`config.mk`:
```
export PLATFORM = sky130hd
export DESIGN_NAME = motor_axis_supervisor_fsm
export DESIGN_NICKNAME = d
export VERILOG_FILES = /design/src/rtl/mas_pkg.sv /design/src/rtl/motor_axis_supervisor_fsm.sv
export SDC_FILE = /design/constraint.sdc
export NUM_CORES = 1
export LEC_CHECK = 0
export ABC_AREA = 1
export BUFFER_PORTS_ARGS = -buffer_cell sky130_fd_sc_hd__buf_2
export CORE_ASPECT_RATIO = 2
export CORE_MARGIN = 2
export CORE_UTILIZATION = 54
export DETAILED_ROUTE_END_ITERATION = 12
export PLACE_DENSITY_LB_ADDON = 0.1
export SLEW_MARGIN = 20
export SYNTH_ARGS = -nofsm -noshare
export SYNTH_HDL_FRONTEND = slang
export SYNTH_SLANG_ARGS = --single-unit
```
`constraint.sdc`:
```
create_clock -name clk -period 3.2 [get_ports clk]
set_input_delay 0.16 -clock clk [delete_from_list [all_inputs] [get_ports clk]]
set_output_delay 0.16 -clock clk [all_outputs]
set_load 0.005 [all_outputs]
```
`src/rtl/mas_pkg.sv`:
```
`timescale 1ns / 1ps
`default_nettype none
package mas_pkg;

  localparam int QUEUE_DEPTH = 16;
  localparam int AXIS_COUNT  = 2;

  localparam int PTR_W      = $clog2(QUEUE_DEPTH);
  localparam int RAM_DEPTH  = AXIS_COUNT * QUEUE_DEPTH;
  localparam int RA_W       = $clog2(RAM_DEPTH);

  // request functions
  localparam logic FUNC_POST    = 1'b0;
  localparam logic FUNC_SERVICE = 1'b1;

  // result kinds
  localparam logic KIND_POST  = 1'b0;
  localparam logic KIND_TRANS = 1'b1;

  // events
  localparam logic [4:0] EV_FAULT           = 5'd0;
  localparam logic [4:0] EV_POWER_ON_DONE   = 5'd1;
  localparam logic [4:0] EV_SELF_TEST_OK    = 5'd2;
  localparam logic [4:0] EV_CAL_OK          = 5'd3;
  localparam logic [4:0] EV_START_IF        = 5'd4;
  localparam logic [4:0] EV_START_HFI       = 5'd5;
  localparam logic [4:0] EV_OBSERVER_READY  = 5'd6;
  localparam logic [4:0] EV_COAST_REQ       = 5'd7;
  localparam logic [4:0] EV_ALIGN_TO_IF     = 5'd8;
  localparam logic [4:0] EV_ALIGN_TO_HFI    = 5'd9;
  localparam logic [4:0] EV_HFI_CONF_LOST   = 5'd10;
  localparam logic [4:0] EV_ENTER_FW        = 5'd11;
  localparam logic [4:0] EV_BRAKE_REQ       = 5'd12;
  localparam logic [4:0] EV_EXIT_FW         = 5'd13;
  localparam logic [4:0] EV_BRAKE_DONE      = 5'd14;
  localparam logic [4:0] EV_STOP_DONE       = 5'd15;
  localparam logic [4:0] EV_RECOVERY_REQ    = 5'd16;
  localparam logic [4:0] EV_RECOVERY_CAL    = 5'd17;
  localparam logic [4:0] EV_RECOVERY_OK     = 5'd18;
  localparam logic [4:0] EV_RECOVERY_FAILED = 5'd19;
  localparam logic [4:0] EV_START_FAILED    = 5'd20;
  localparam logic [4:0] EV_COUNT           = 5'd21;

  // motor states
  localparam logic [3:0] MS_POWER_ON    = 4'd0;
  localparam logic [3:0] MS_SELF_TEST   = 4'd1;
  localparam logic [3:0] MS_CALIBRATION = 4'd2;
  localparam logic [3:0] MS_IDLE        = 4'd3;
  localparam logic [3:0] MS_ALIGN       = 4'd4;
  localparam logic [3:0] MS_OPEN_LOOP   = 4'd5;
  localparam logic [3:0] MS_HFI_CL      = 4'd6;
  localparam logic [3:0] MS_BLEND       = 4'd7;
  localparam logic [3:0] MS_CLOSED_LOOP = 4'd8;
  localparam logic [3:0] MS_FIELD_WEAK  = 4'd9;
  localparam logic [3:0] MS_BRAKE       = 4'd10;
  localparam logic [3:0] MS_COAST       = 4'd11;
  localparam logic [3:0] MS_FAULT       = 4'd12;
  localparam logic [3:0] MS_RECOVERY    = 4'd13;

  typedef enum logic {
    CS_IDLE,
    CS_DRAIN
  } ctl_state_t;

  typedef struct packed {
    logic       legal;
    logic [3:0] nx;
  } trans_t;

  function automatic logic safe_state(input logic [3:0] s);
    return (s <= MS_IDLE) || (s == MS_COAST) || (s == MS_FAULT);
  endfunction

  function automatic logic [PTR_W-1:0] ptr_inc(input logic [PTR_W-1:0] p);
    return (p == PTR_W'(QUEUE_DEPTH - 1)) ? '0 : p + 1'b1;
  endfunction

  function automatic logic [RA_W-1:0] ring_addr(input logic ax, input logic [PTR_W-1:0] p);
    return ax ? RA_W'(QUEUE_DEPTH) + RA_W'(p) : RA_W'(p);
  endfunction

  function automatic trans_t trans_lookup(input logic [3:0] cur, input logic [4:0] ev);
    trans_t t;
    t.legal = 1'b1;
    t.nx    = MS_FAULT;
    if (ev != EV_FAULT) begin
      t.legal = 1'b0;
      case (cur)
        MS_POWER_ON:    if (ev == EV_POWER_ON_DONE) begin t.legal = 1'b1; t.nx = MS_SELF_TEST; end
        MS_SELF_TEST:   if (ev == EV_SELF_TEST_OK) begin t.legal = 1'b1; t.nx = MS_CALIBRATION; end
        MS_CALIBRATION: if (ev == EV_CAL_OK) begin t.legal = 1'b1; t.nx = MS_IDLE; end
        MS_IDLE: begin
          if (ev == EV_START_IF || ev == EV_START_HFI) begin
            t.legal = 1'b1; t.nx = MS_ALIGN;
          end else if (ev == EV_OBSERVER_READY) begin
            t.legal = 1'b1; t.nx = MS_CLOSED_LOOP;
          end else if (ev == EV_COAST_REQ) begin
            t.legal = 1'b1; t.nx = MS_COAST;
          end
        end
        MS_ALIGN: begin
          if (ev == EV_ALIGN_TO_IF) begin
            t.legal = 1'b1; t.nx = MS_OPEN_LOOP;
          end else if (ev == EV_ALIGN_TO_HFI) begin
            t.legal = 1'b1; t.nx = MS_HFI_CL;
          end
        end
        MS_OPEN_LOOP: if (ev == EV_OBSERVER_READY) begin t.legal = 1'b1; t.nx = MS_BLEND; end
        MS_HFI_CL: begin
          if (ev == EV_HFI_CONF_LOST) begin
            t.legal = 1'b1; t.nx = MS_OPEN_LOOP;
          end else if (ev == EV_OBSERVER_READY) begin
            t.legal = 1'b1; t.nx = MS_BLEND;
          end
        end
        MS_BLEND: if (ev == EV_OBSERVER_READY) begin t.legal = 1'b1; t.nx = MS_CLOSED_LOOP; end
        MS_CLOSED_LOOP: begin
          if (ev == EV_ENTER_FW) begin
            t.legal = 1'b1; t.nx = MS_FIELD_WEAK;
          end else if (ev == EV_BRAKE_REQ) begin
            t.legal = 1'b1; t.nx = MS_BRAKE;
          end else if (ev == EV_COAST_REQ) begin
            t.legal = 1'b1; t.nx = MS_COAST;
          end
        end
        MS_FIELD_WEAK: begin
          if (ev == EV_EXIT_FW) begin
            t.legal = 1'b1; t.nx = MS_CLOSED_LOOP;
          end else if (ev == EV_BRAKE_REQ) begin
            t.legal = 1'b1; t.nx = MS_BRAKE;
          end else if (ev == EV_COAST_REQ) begin
            t.legal = 1'b1; t.nx = MS_COAST;
          end
        end
        MS_BRAKE: begin
          if (ev == EV_BRAKE_DONE) begin
            t.legal = 1'b1; t.nx = MS_IDLE;
          end else if (ev == EV_COAST_REQ) begin
            t.legal = 1'b1; t.nx = MS_COAST;
          end
        end
        MS_COAST: if (ev == EV_STOP_DONE) begin t.legal = 1'b1; t.nx = MS_IDLE; end
        MS_FAULT: if (ev == EV_RECOVERY_REQ) begin t.legal = 1'b1; t.nx = MS_RECOVERY; end
        MS_RECOVERY: begin
          if (ev == EV_RECOVERY_CAL) begin
            t.legal = 1'b1; t.nx = MS_CALIBRATION;
          end else if (ev == EV_RECOVERY_OK) begin
            t.legal = 1'b1; t.nx = MS_IDLE;
          end else if (ev == EV_RECOVERY_FAILED) begin
            t.legal = 1'b1; t.nx = MS_FAULT;
          end
        end
        default: ;
      endcase
      // fallbacks for start failure and coast, else FAULT
      if (!t.legal) begin
        if (ev == EV_START_FAILED && cur != MS_FAULT && cur != MS_RECOVERY) begin
          t.legal = 1'b1; t.nx = MS_FAULT;
        end else if (ev == EV_COAST_REQ && cur > MS_CALIBRATION && cur != MS_COAST &&
                     cur != MS_FAULT && cur != MS_RECOVERY) begin
          t.legal = 1'b1; t.nx = MS_COAST;
        end else begin
          t.nx = MS_FAULT;
        end
      end
    end
    return t;
  endfunction

endpackage
`default_nettype wire

```
`src/rtl/motor_axis_supervisor_fsm.sv`:
```
`timescale 1ns / 1ps
`default_nettype none
// Two-axis motor supervisor. Each axis has its own event ring (QUEUE_DEPTH slots, one kept
// empty) held in a single shared ring memory with a registered read port. A post request
// (func 0) queues an event and answers with one registered acknowledge; it is refused
// (accepted=0) for an event code of 21 or above or a full ring. A service request (func 1)
// drains the axis's ring, running each event through the transition table and returning
// one result per event with prior and new state, the illegal flag (FAULT forced, time_ms
// echoed in fault_time) and the safe-outputs flag; last marks the final result. A service
// of an empty ring returns no result; one of n events steps through accept, first ring
// read, then one transition per cycle while the output is not stalled. Output stall holds
// the drain in place. The ring needs no clearing after reset: only written slots are ever
// read.
module motor_axis_supervisor_fsm (
  input  wire logic        clk,
  input  wire logic        rst_n,
  input  wire logic        in_valid,
  output logic             in_stall,
  input  wire logic        in_func,
  input  wire logic        in_axis,
  input  wire logic [4:0]  in_event_code,
  input  wire logic [31:0] in_time_ms,
  output logic             out_valid,
  input  wire logic        out_stall,
  output logic             out_kind,
  output logic             out_axis_out,
  output logic             out_accepted,
  output logic [4:0]       out_event_out,
  output logic [3:0]       out_prior_state,
  output logic [3:0]       out_new_state,
  output logic             out_illegal,
  output logic             out_safe_outputs,
  output logic [31:0]      out_fault_time,
  output logic             out_last
);
  import mas_pkg::*;

  // control state
  ctl_state_t        state_r, state_nxt;
  logic [PTR_W-1:0]  head_r [AXIS_COUNT];
  logic [PTR_W-1:0]  tail_r [AXIS_COUNT];
  logic [3:0]        axis_state_r [AXIS_COUNT];

  // drain working registers
  logic              ax_r;          // axis being drained
  logic [PTR_W-1:0]  hp_r;          // next slot to prefetch
  logic              rd_vld_r;      // rdata_r holds the event at the head
  logic [31:0]       time_r;

  // ring memory
  logic [4:0]        ring_mem [RAM_DEPTH];
  logic [4:0]        rdata_r;

  // result register
  logic              out_valid_r;
  logic              kind_r, axis_o_r, acc_r, ill_r, safe_r, last_r;
  logic [4:0]        ev_o_r;
  logic [3:0]        prior_r, new_r;
  logic [31:0]       ftime_r;

  // request side
  logic              out_free;
  logic              in_take;
  logic              axis_ok;
  logic [PTR_W-1:0]  tail_inc;
  logic              post_ok;
  logic [3:0]        post_st;
  logic              go_drain;

  // drain side
  logic              consume;
  logic              issue;
  logic [PTR_W-1:0]  head_inc;
  logic              drain_last;
  trans_t            tr;

  assign out_free = !out_valid_r || !out_stall;
  assign in_take  = in_valid && !in_stall;
  assign axis_ok  = (32'(in_axis) < 32'(AXIS_COUNT));

  // post: check range and room, ring keeps one slot empty
  assign tail_inc = ptr_inc(tail_r[in_axis]);
  assign post_ok  = axis_ok && (in_event_code < EV_COUNT) && (tail_inc != head_r[in_axis]);
  assign post_st  = axis_ok ? axis_state_r[in_axis] : MS_FAULT;
  assign go_drain = in_take && (in_func == FUNC_SERVICE) && axis_ok &&
                    (head_r[in_axis] != tail_r[in_axis]);

  // drain: current event comes from the read register, state is read and written back here
  assign head_inc   = ptr_inc(head_r[ax_r]);
  assign drain_last = (head_inc == tail_r[ax_r]);
  assign tr         = trans_lookup(axis_state_r[ax_r], rdata_r);

  // next state
  always_comb begin
    state_nxt = state_r;
    unique case (state_r)
      CS_IDLE:  if (go_drain) state_nxt = CS_DRAIN;
      CS_DRAIN: if (consume && drain_last) state_nxt = CS_IDLE;
      default:  state_nxt = CS_IDLE;
    endcase
  end

  // outputs of the controller
  always_comb begin
    in_stall = 1'b1;
    consume  = 1'b0;
    issue    = 1'b0;
    unique case (state_r)
      CS_IDLE: in_stall = !out_free;
      CS_DRAIN: begin
        consume = rd_vld_r && out_free;
        // prefetch the next slot as soon as the read register frees up
        issue   = (hp_r != tail_r[ax_r]) && (!rd_vld_r || consume);
      end
      default: ;
    endcase
  end

  // ring memory: one write (post), one registered read (drain prefetch)
  always_ff @(posedge clk) begin
    if (in_take && in_func == FUNC_POST && post_ok) begin
      ring_mem[ring_addr(in_axis, tail_r[in_axis])] <= in_event_code;
    end
    if (issue) begin
      rdata_r <= ring_mem[ring_addr(ax_r, hp_r)];
    end
  end

  always_ff @(posedge clk) begin
    if (!rst_n) begin
      state_r     <= CS_IDLE;
      out_valid_r <= 1'b0;
      rd_vld_r    <= 1'b0;
      for (int i = 0; i < AXIS_COUNT; i++) begin
        head_r[i]       <= '0;
        tail_r[i]       <= '0;
        axis_state_r[i] <= MS_POWER_ON;
      end
    end else begin
      state_r <= state_nxt;

      // a new result loads the register, otherwise a taken result empties it
      if ((in_take && in_func == FUNC_POST) || consume) begin
        out_valid_r <= 1'b1;
      end else if (out_valid_r && !out_stall) begin
        out_valid_r <= 1'b0;
      end

      if (in_take && in_func == FUNC_POST) begin
        if (post_ok) begin
          tail_r[in_axis] <= tail_inc;
        end
        kind_r      <= KIND_POST;
        axis_o_r    <= in_axis;
        acc_r       <= post_ok;
        ev_o_r      <= in_event_code;
        prior_r     <= post_st;
        new_r       <= post_st;
        ill_r       <= 1'b0;
        safe_r      <= safe_state(post_st);
        ftime_r     <= '0;
        last_r      <= 1'b1;
      end

      if (go_drain) begin
        ax_r     <= in_axis;
        hp_r     <= head_r[in_axis];
        time_r   <= in_time_ms;
      end

      if (consume) begin
        head_r[ax_r]       <= head_inc;
        axis_state_r[ax_r] <= tr.nx;
        kind_r      <= KIND_TRANS;
        axis_o_r    <= ax_r;
        acc_r       <= 1'b1;
        ev_o_r      <= rdata_r;
        prior_r     <= axis_state_r[ax_r];
        new_r       <= tr.nx;
        ill_r       <= !tr.legal;
        safe_r      <= safe_state(tr.nx);
        ftime_r     <= tr.legal ? 32'd0 : time_r;
        last_r      <= drain_last;
      end

      if (issue) begin
        rd_vld_r <= 1'b1;
        hp_r     <= ptr_inc(hp_r);
      end else if (consume) begin
        rd_vld_r <= 1'b0;
      end
    end
  end

  assign out_valid        = out_valid_r;
  assign out_kind         = kind_r;
  assign out_axis_out     = axis_o_r;
  assign out_accepted     = acc_r;
  assign out_event_out    = ev_o_r;
  assign out_prior_state  = prior_r;
  assign out_new_state    = new_r;
  assign out_illegal      = ill_r;
  assign out_safe_outputs = safe_r;
  assign out_fault_time   = ftime_r;
  assign out_last         = last_r;

endmodule
`default_nettype wire

```
# ---- Yosys cells after proc, flatten, opt, wreduce, memory -nomap -nowiden
# Memories as Yosys holds them, arrays and structs flattened. A register that Yosys moved wholly into a read port is not among the register bits.
# Index checks and enable logic that the tools add are counted.
dict set report op_classes {
  n_eq_ne 47
  bitwise 2
  addsub 5
  muxes 83
  n_reduce_logical 42
  order_cmp 4
}
# op n
set op_table {}
lappend op_table {{5-bit two-way mux} 28}
lappend op_table {{32-bit two-way mux} 3}
lappend op_table {{5-bit case mux with 14 select lines} 1}
lappend op_table {{4-bit equality test, second input constant} 13}
lappend op_table {{4-bit two-way mux} 11}
lappend op_table {{5-bit by 4-bit equality test with 1-bit output, second input constant} 8}
lappend op_table {{1-bit two-way mux} 38}
lappend op_table {{5-bit equality test, second input constant} 5}
lappend op_table {{5-bit by 3-bit equality test with 1-bit output, second input constant} 4}
lappend op_table {{4-bit by 3-bit equality test with 1-bit output, second input constant} 4}
lappend op_table {{1-bit logical AND} 16}
lappend op_table {{4-bit by 1-bit adder with 4-bit output, second input constant} 3}
lappend op_table {{4-bit inequality test} 3}
lappend op_table {{4-bit inequality test, second input constant} 3}
lappend op_table {{4-bit OR reduction} 3}
lappend op_table {{5-bit by 4-bit adder with 5-bit output, first input constant} 2}
lappend op_table {{5-bit by 2-bit equality test with 1-bit output, second input constant} 2}
lappend op_table {{4-bit by 2-bit equality test with 1-bit output, second input constant} 2}
lappend op_table {{4-bit by 2-bit <= comparator with 1-bit output, second input constant} 2}
lappend op_table {{1-bit logical OR} 8}
lappend op_table {{2-bit nonzero test} 4}
lappend op_table {{1-bit logical NOT} 6}
lappend op_table {{2-bit AND reduction} 3}
lappend op_table {{5-bit by 1-bit equality test with 1-bit output, second input constant} 1}
lappend op_table {{9 further kinds} 10}
dict set report word_totals {
  inputBits 43
  regBits 91
  ram_bits 184
  output_inout_bits 53
  memories 4
  elab_cells 203
}
# memory depth word_bits read_ports rd_clocked_by_memory_dff wr line_no
set mem_list {}
lappend mem_list {ring_mem 32 5 1 1 1 motor_axis_supervisor_fsm.sv:51} ;# logic [4:0] ring_mem [RAM_DEPTH];
lappend mem_list {axis_state_r 2 4 2 1 2 motor_axis_supervisor_fsm.sv:42} ;# logic [3:0] axis_state_r [AXIS_COUNT];
lappend mem_list {head_r 2 4 2 1 2 motor_axis_supervisor_fsm.sv:40} ;# logic [PTR_W-1:0] head_r [AXIS_COUNT];
lappend mem_list {tail_r 2 4 2 1 2 motor_axis_supervisor_fsm.sv:41} ;# logic [PTR_W-1:0] tail_r [AXIS_COUNT];

# ---- Depth between registers and ports, before layout
dict set report depth {
  depth_word 13
  depth_mapped 19
  ltp_nobuf 18
}

# ---- Least setup slack after synthesis
# No wires, ideal clock.
dict set report synth_timing {
  kind {register to register}
  start {register out_valid_r, in the netlist out_valid}
  end {register acc_r, in the netlist out_accepted, enable pin}
  path_buffers 0
  t_required_ns 2.739
  stages_incl_launch_ff 8
  arrival_time_ns 2.914
  synth_period_minus_slack_ns 3.375
  setup_ns 0.461
  path_slack_ns -0.175
  cell_sequence {dfxtp_1 nand2_1 nand3_1 nor2_1 inv_1 nand2_1 inv_1 nor2_1}
}
dict set report synth_via {
  elab_chain_len 9
  word_cells_on_any_way 11
  classes_between {mux: 2; reduce/logical: 9}
}
# element line_no
set synth_rtl {}
lappend synth_rtl {{start: declaration} motor_axis_supervisor_fsm.sv:55} ;# logic out_valid_r;
lappend synth_rtl {{start signal: assignment} motor_axis_supervisor_fsm.sv:132} ;# out_valid_r <= 1'b0;
lappend synth_rtl {{start signal: assignment} motor_axis_supervisor_fsm.sv:144} ;# out_valid_r <= 1'b1;
lappend synth_rtl {{start signal: assignment} motor_axis_supervisor_fsm.sv:146} ;# out_valid_r <= 1'b0;
lappend synth_rtl {{1-bit logical NOT *} motor_axis_supervisor_fsm.sv:77} ;# assign out_free = !out_valid_r || !out_stall;
lappend synth_rtl {{1-bit logical OR *} motor_axis_supervisor_fsm.sv:77}
lappend synth_rtl {{1-bit logical NOT} motor_axis_supervisor_fsm.sv:109} ;# CS_IDLE: in_stall = !out_free;
lappend synth_rtl {{1-bit two-way mux} motor_axis_supervisor_fsm.sv:108} ;# unique case (state_r)
lappend synth_rtl {{1-bit logical NOT} motor_axis_supervisor_fsm.sv:78} ;# assign in_take = in_valid && !in_stall;
lappend synth_rtl {{1-bit logical AND} motor_axis_supervisor_fsm.sv:78}
lappend synth_rtl {{1-bit logical AND} motor_axis_supervisor_fsm.sv:149} ;# if (in_take && in_func == FUNC_POST) begin
lappend synth_rtl {{2-bit nonzero test (no source line) *} -}
lappend synth_rtl {{2-bit AND reduction (no source line) *} -}
lappend synth_rtl {{end signal: assignment} motor_axis_supervisor_fsm.sv:155} ;# acc_r <= post_ok;
lappend synth_rtl {{end: declaration} motor_axis_supervisor_fsm.sv:56} ;# logic kind_r, axis_o_r, acc_r, ill_r, safe_r, last_r;
# Every way passes the cells marked *; elsewhere a longest branch is shown, timed or not.
# A chain may end at the register's enable or synchronous reset.

==> flow_metrics.tcl <==
set metrics [dict create \
    status "complete, no violations" \
    final_nets 1303 \
    ys.warnings.count 0 \
    std_cell_rows 78 \
    cts_buffer_depth 3 \
    period_minus_slack_ns 2.99 \
    syn_to_final_growth_pct 16.9 \
    min_from "in_func" \
    fillCellCount 1794 \
    clock.fmax_mhz 334 \
    r2r_cells 12 \
    syn-num-nets 1171 \
    final_util 0.638 \
    ir_drop_v 0.000700 \
    p_leak_nw 5.38 \
    htreeDepth 1 \
    clk_pin_slew_ns 0.07 \
    ys_seq_elements 281 \
    drive_gt1_frac 0.167 \
    hpwl_mm 21.7 \
    timing.final.crit_share 0.935 \
    antenna_cells 0 \
    clk_latency_ns 0.54 \
    final_antenna_net_count 0 \
    worstMarginPinSlew_ns 1.16 \
    grt_use_total 0.257 \
    syn-cell-area_um2 12300 \
    drv_cap 0 \
    gp_congestion 0.961 \
    finalSetupTns_ns 0 \
    rsz0062_at_grt "yes" \
    path_common_cell "nand2_1" \
    crit_slowest_cell "edfxtp_1" \
    synth.area.top_cells "edfxtp_1 (68%), nor2_1 (7.2%), o21ai_0 (5.5%), nand2_1 (4.7%), inv_1 (2.8%)" \
    max_stage_delay_ns 0.40 \
    drv_slew 0 \
    required_ns 3.41 \
    hold_viol 0 \
    grt_pass1_wl_mm 47.1 \
    dieArea_um2 24100 \
    critical_path.max_fanout 8 \
    fp.dieH_um 217 \
    worstHoldPathType "in2reg" \
    wire_per_inst_um 19.7 \
    path_cells "o21ai_2, inv_1, ha_1, xnor2_1, nand2_1, nand2_1, nor2_1, nand2_1, o21ai_2, nor2_4, nand2_2, nor2_2" \
    die_w_um 111 \
    drc 0 \
    antenna_found_initial 0 \
    regToRegSetupSlack_ns 0.21 \
    cp.arrival_ns 3.21 \
    start_kind "flip-flop" \
    syn-instance-count 1122 \
    dp_cells 1474 \
    end_kind "flip-flop" \
    initial_core_util 0.546 \
    grt_max_degree 63 \
    layoutNonFillerInstCount 1552 \
    cts_setup_buffers 0 \
    crit_start "tail_r[0][1]$_SDFFCE_PN0P_" \
    io_buffers 95 \
    grt_remaining_overflow 0 \
    rr_startpoint "tail_r[0][1]$_SDFFCE_PN0P_" \
    setup_viol 0 \
    grt_pass1_vias 8704 \
    cts_root_buf "clkbuf_16" \
    p_per_area_nw_per_um2 551 \
    r2r_end "ring_mem[7][3]$_DFFE_PP_" \
    avgSynthCellArea_um2 11.0 \
    routed-via-count 8580 \
    skew_ns 0.0182 \
    ys_types 40 \
    synth_top_area_cell "edfxtp_1" \
    finalWirelength_mm 30.6 \
    first_iter_violations 728 \
    ys_seq_area_frac 0.682 \
    ios 96 \
    cts-buffers-inserted 25 \
    vias_per_cell 5.53 \
    relSlewSlack 0.219 \
    clock_sinks 281 \
    hold_depth 4 \
    synth_top_area_frac 0.676 \
    core_area_um2 22500 \
    criticalPathCategory "reg2reg" \
    drtPass1Iterations 6 \
    tritoncts "built" \
]
-- registers in the layout, summed over array words and instances, names as in the netlist, 4 cells and up, named ones only --
| register | count |
|---|---|
| time_r | 32 |
| out_prior_state | 4 |
| hp_r | 4 |
| axis_state_r | 8 |
| out_new_state | 4 |
| out_fault_time | 32 |
| tail_r | 8 |
| out_event_out | 5 |
| ring_mem | 160 |
| head_r | 8 |
| rdata_r | 5 |
-- worst max-delay path: cells and delay by family (launching register included) --
kind            cells  cell delay (ns)
flops               1             0.40
fa+ha+maj           1             0.30
simple gates        7             1.24
xor+xnor            1             0.30
buf+inv             1             0.12
compound gates      2             0.29
-- cell usage after synthesis (all sizes together) --
| cell type | instances |
|---|---|
| edfxtp | 277 |
| nor2 | 243 |
| nand2 | 162 |
| o21ai | 140 |
| inv | 97 |
| nand3 | 54 |
| clkbuf | 37 |
| o221ai | 24 |
| o22ai | 16 |
| xor2 | 10 |
| buf | 9 |
| xnor2 | 7 |
| a21oi | 6 |
| ha | 6 |
| a31oi | 5 |
| dfxtp | 4 |
| nand3b | 4 |
| nor3 | 4 |
| or2 | 3 |
| a32oi | 2 |
| and2 | 2 |
| nand4 | 2 |
| o211ai | 2 |
| o31ai | 2 |
| clkinv | 1 |
| nor3b | 1 |
| o21a | 1 |
| o311ai | 1 |
-- cells in the final DEF, fill, tap and decap left out, types with 7 or more instances in the layout --
| cell type | netlist | layout |
|---|---|---|
| o22ai_1 | 16 | 16 |
| o21ai_0 | 135 | 135 |
| nor2_4 | 1 | 10 |
| nand2_1 | 154 | 154 |
| xnor2_1 | 7 | 7 |
| buf_4 | 0 | 21 |
| edfxtp_1 | 277 | 277 |
| inv_1 | 91 | 91 |
| buf_2 | 4 | 95 |
| nor2_2 | 5 | 18 |
| nor2_1 | 237 | 215 |
| xor2_1 | 10 | 10 |
| dlygate4sd3_1 | 0 | 33 |
| nand3_1 | 52 | 52 |
| nand2_2 | 8 | 8 |
| clkbuf_16 | 0 | 25 |
| o221ai_1 | 24 | 24 |
-- worst max path at each step --
stage	cells past startpoint	endpoint
CTS	12	ring_mem[6][1]$_DFFE_PP_
finish	12	ring_mem[7][3]$_DFFE_PP_
floorplan	7	ax_r$_DFFE_PP_
detailed placement	13	ring_mem[23][2]$_DFFE_PP_
global placement	14	ring_mem[7][0]$_DFFE_PP_
global route	12	ring_mem[17][3]$_DFFE_PP_
-- logic make-up after synthesis --
| group | count (synthesis) | share of synthesized area |
|---|---|---|
| and+or+nand+nor | 475 | 0.159 |
| xor gates and xnor gates | 17 | 0.0121 |
| adders and majority gates | 6 | 0.00610 |
| DFF | 281 | 0.682 |
| buffers and inverters | 144 | 0.0469 |
| AOI/OAI and AO/OA | 199 | 0.0938 |
-- area by class of cell --
cell class,instances,area [µm²],share of cell area
clock buffer,28,647,0.0450
clock inverter,17,184,0.0128
inverter,98,368,0.0256
multi-input combinational,697,3440,0.239
sequential,281,8400,0.584
tap,280,350,0.0244
timing repair buffer,151,1000,0.0698
-- where the power goes --
part	leakage [nW]	internal, mW	switching (mW)
combinational	2.42	0.229	0.481
sequential	2.54	4.13	0.0420
clock	0.411	1.72	1.32
total	5.38	6.07	1.85
-- what timing repair did --
action | 4_1_cts | 5_1_grt
setup endpoints to repair | 0 | 160
hold endpoints to repair | 33 | 0
hold buffers | 33 | 0
gates resized for setup | 0 | 28
-- layer usage --
layer  global-route usage  vias to the layer above  share of wire
met5                    0                        -              0
li1                     -                     4156              -
met3               0.0328                       76          0.040
met2                0.503                      254           0.57
met4                0.140                        0          0.050
met1                0.258                     4094           0.34
-- metrics by stage --
stage / hold WS, ns / worst slack, ns / cell area, µm² / total power [mW]
after floorplan: 0.259 / 0.291 / 12300 / 4.64
after global placement: 0.336 / 0.229 / 13100 / 4.91
after detailed placement: 0.338 / 0.148 / 13100 / 4.92
after CTS: 0.128 / 0.137 / 14300 / 7.96
after global routing: 0.147 / -0.00951 / 14400 / 8.21
final: 0.142 / 0.207 / 14400 / 7.92
No activity file was read; power rests on OpenSTA's default activity.
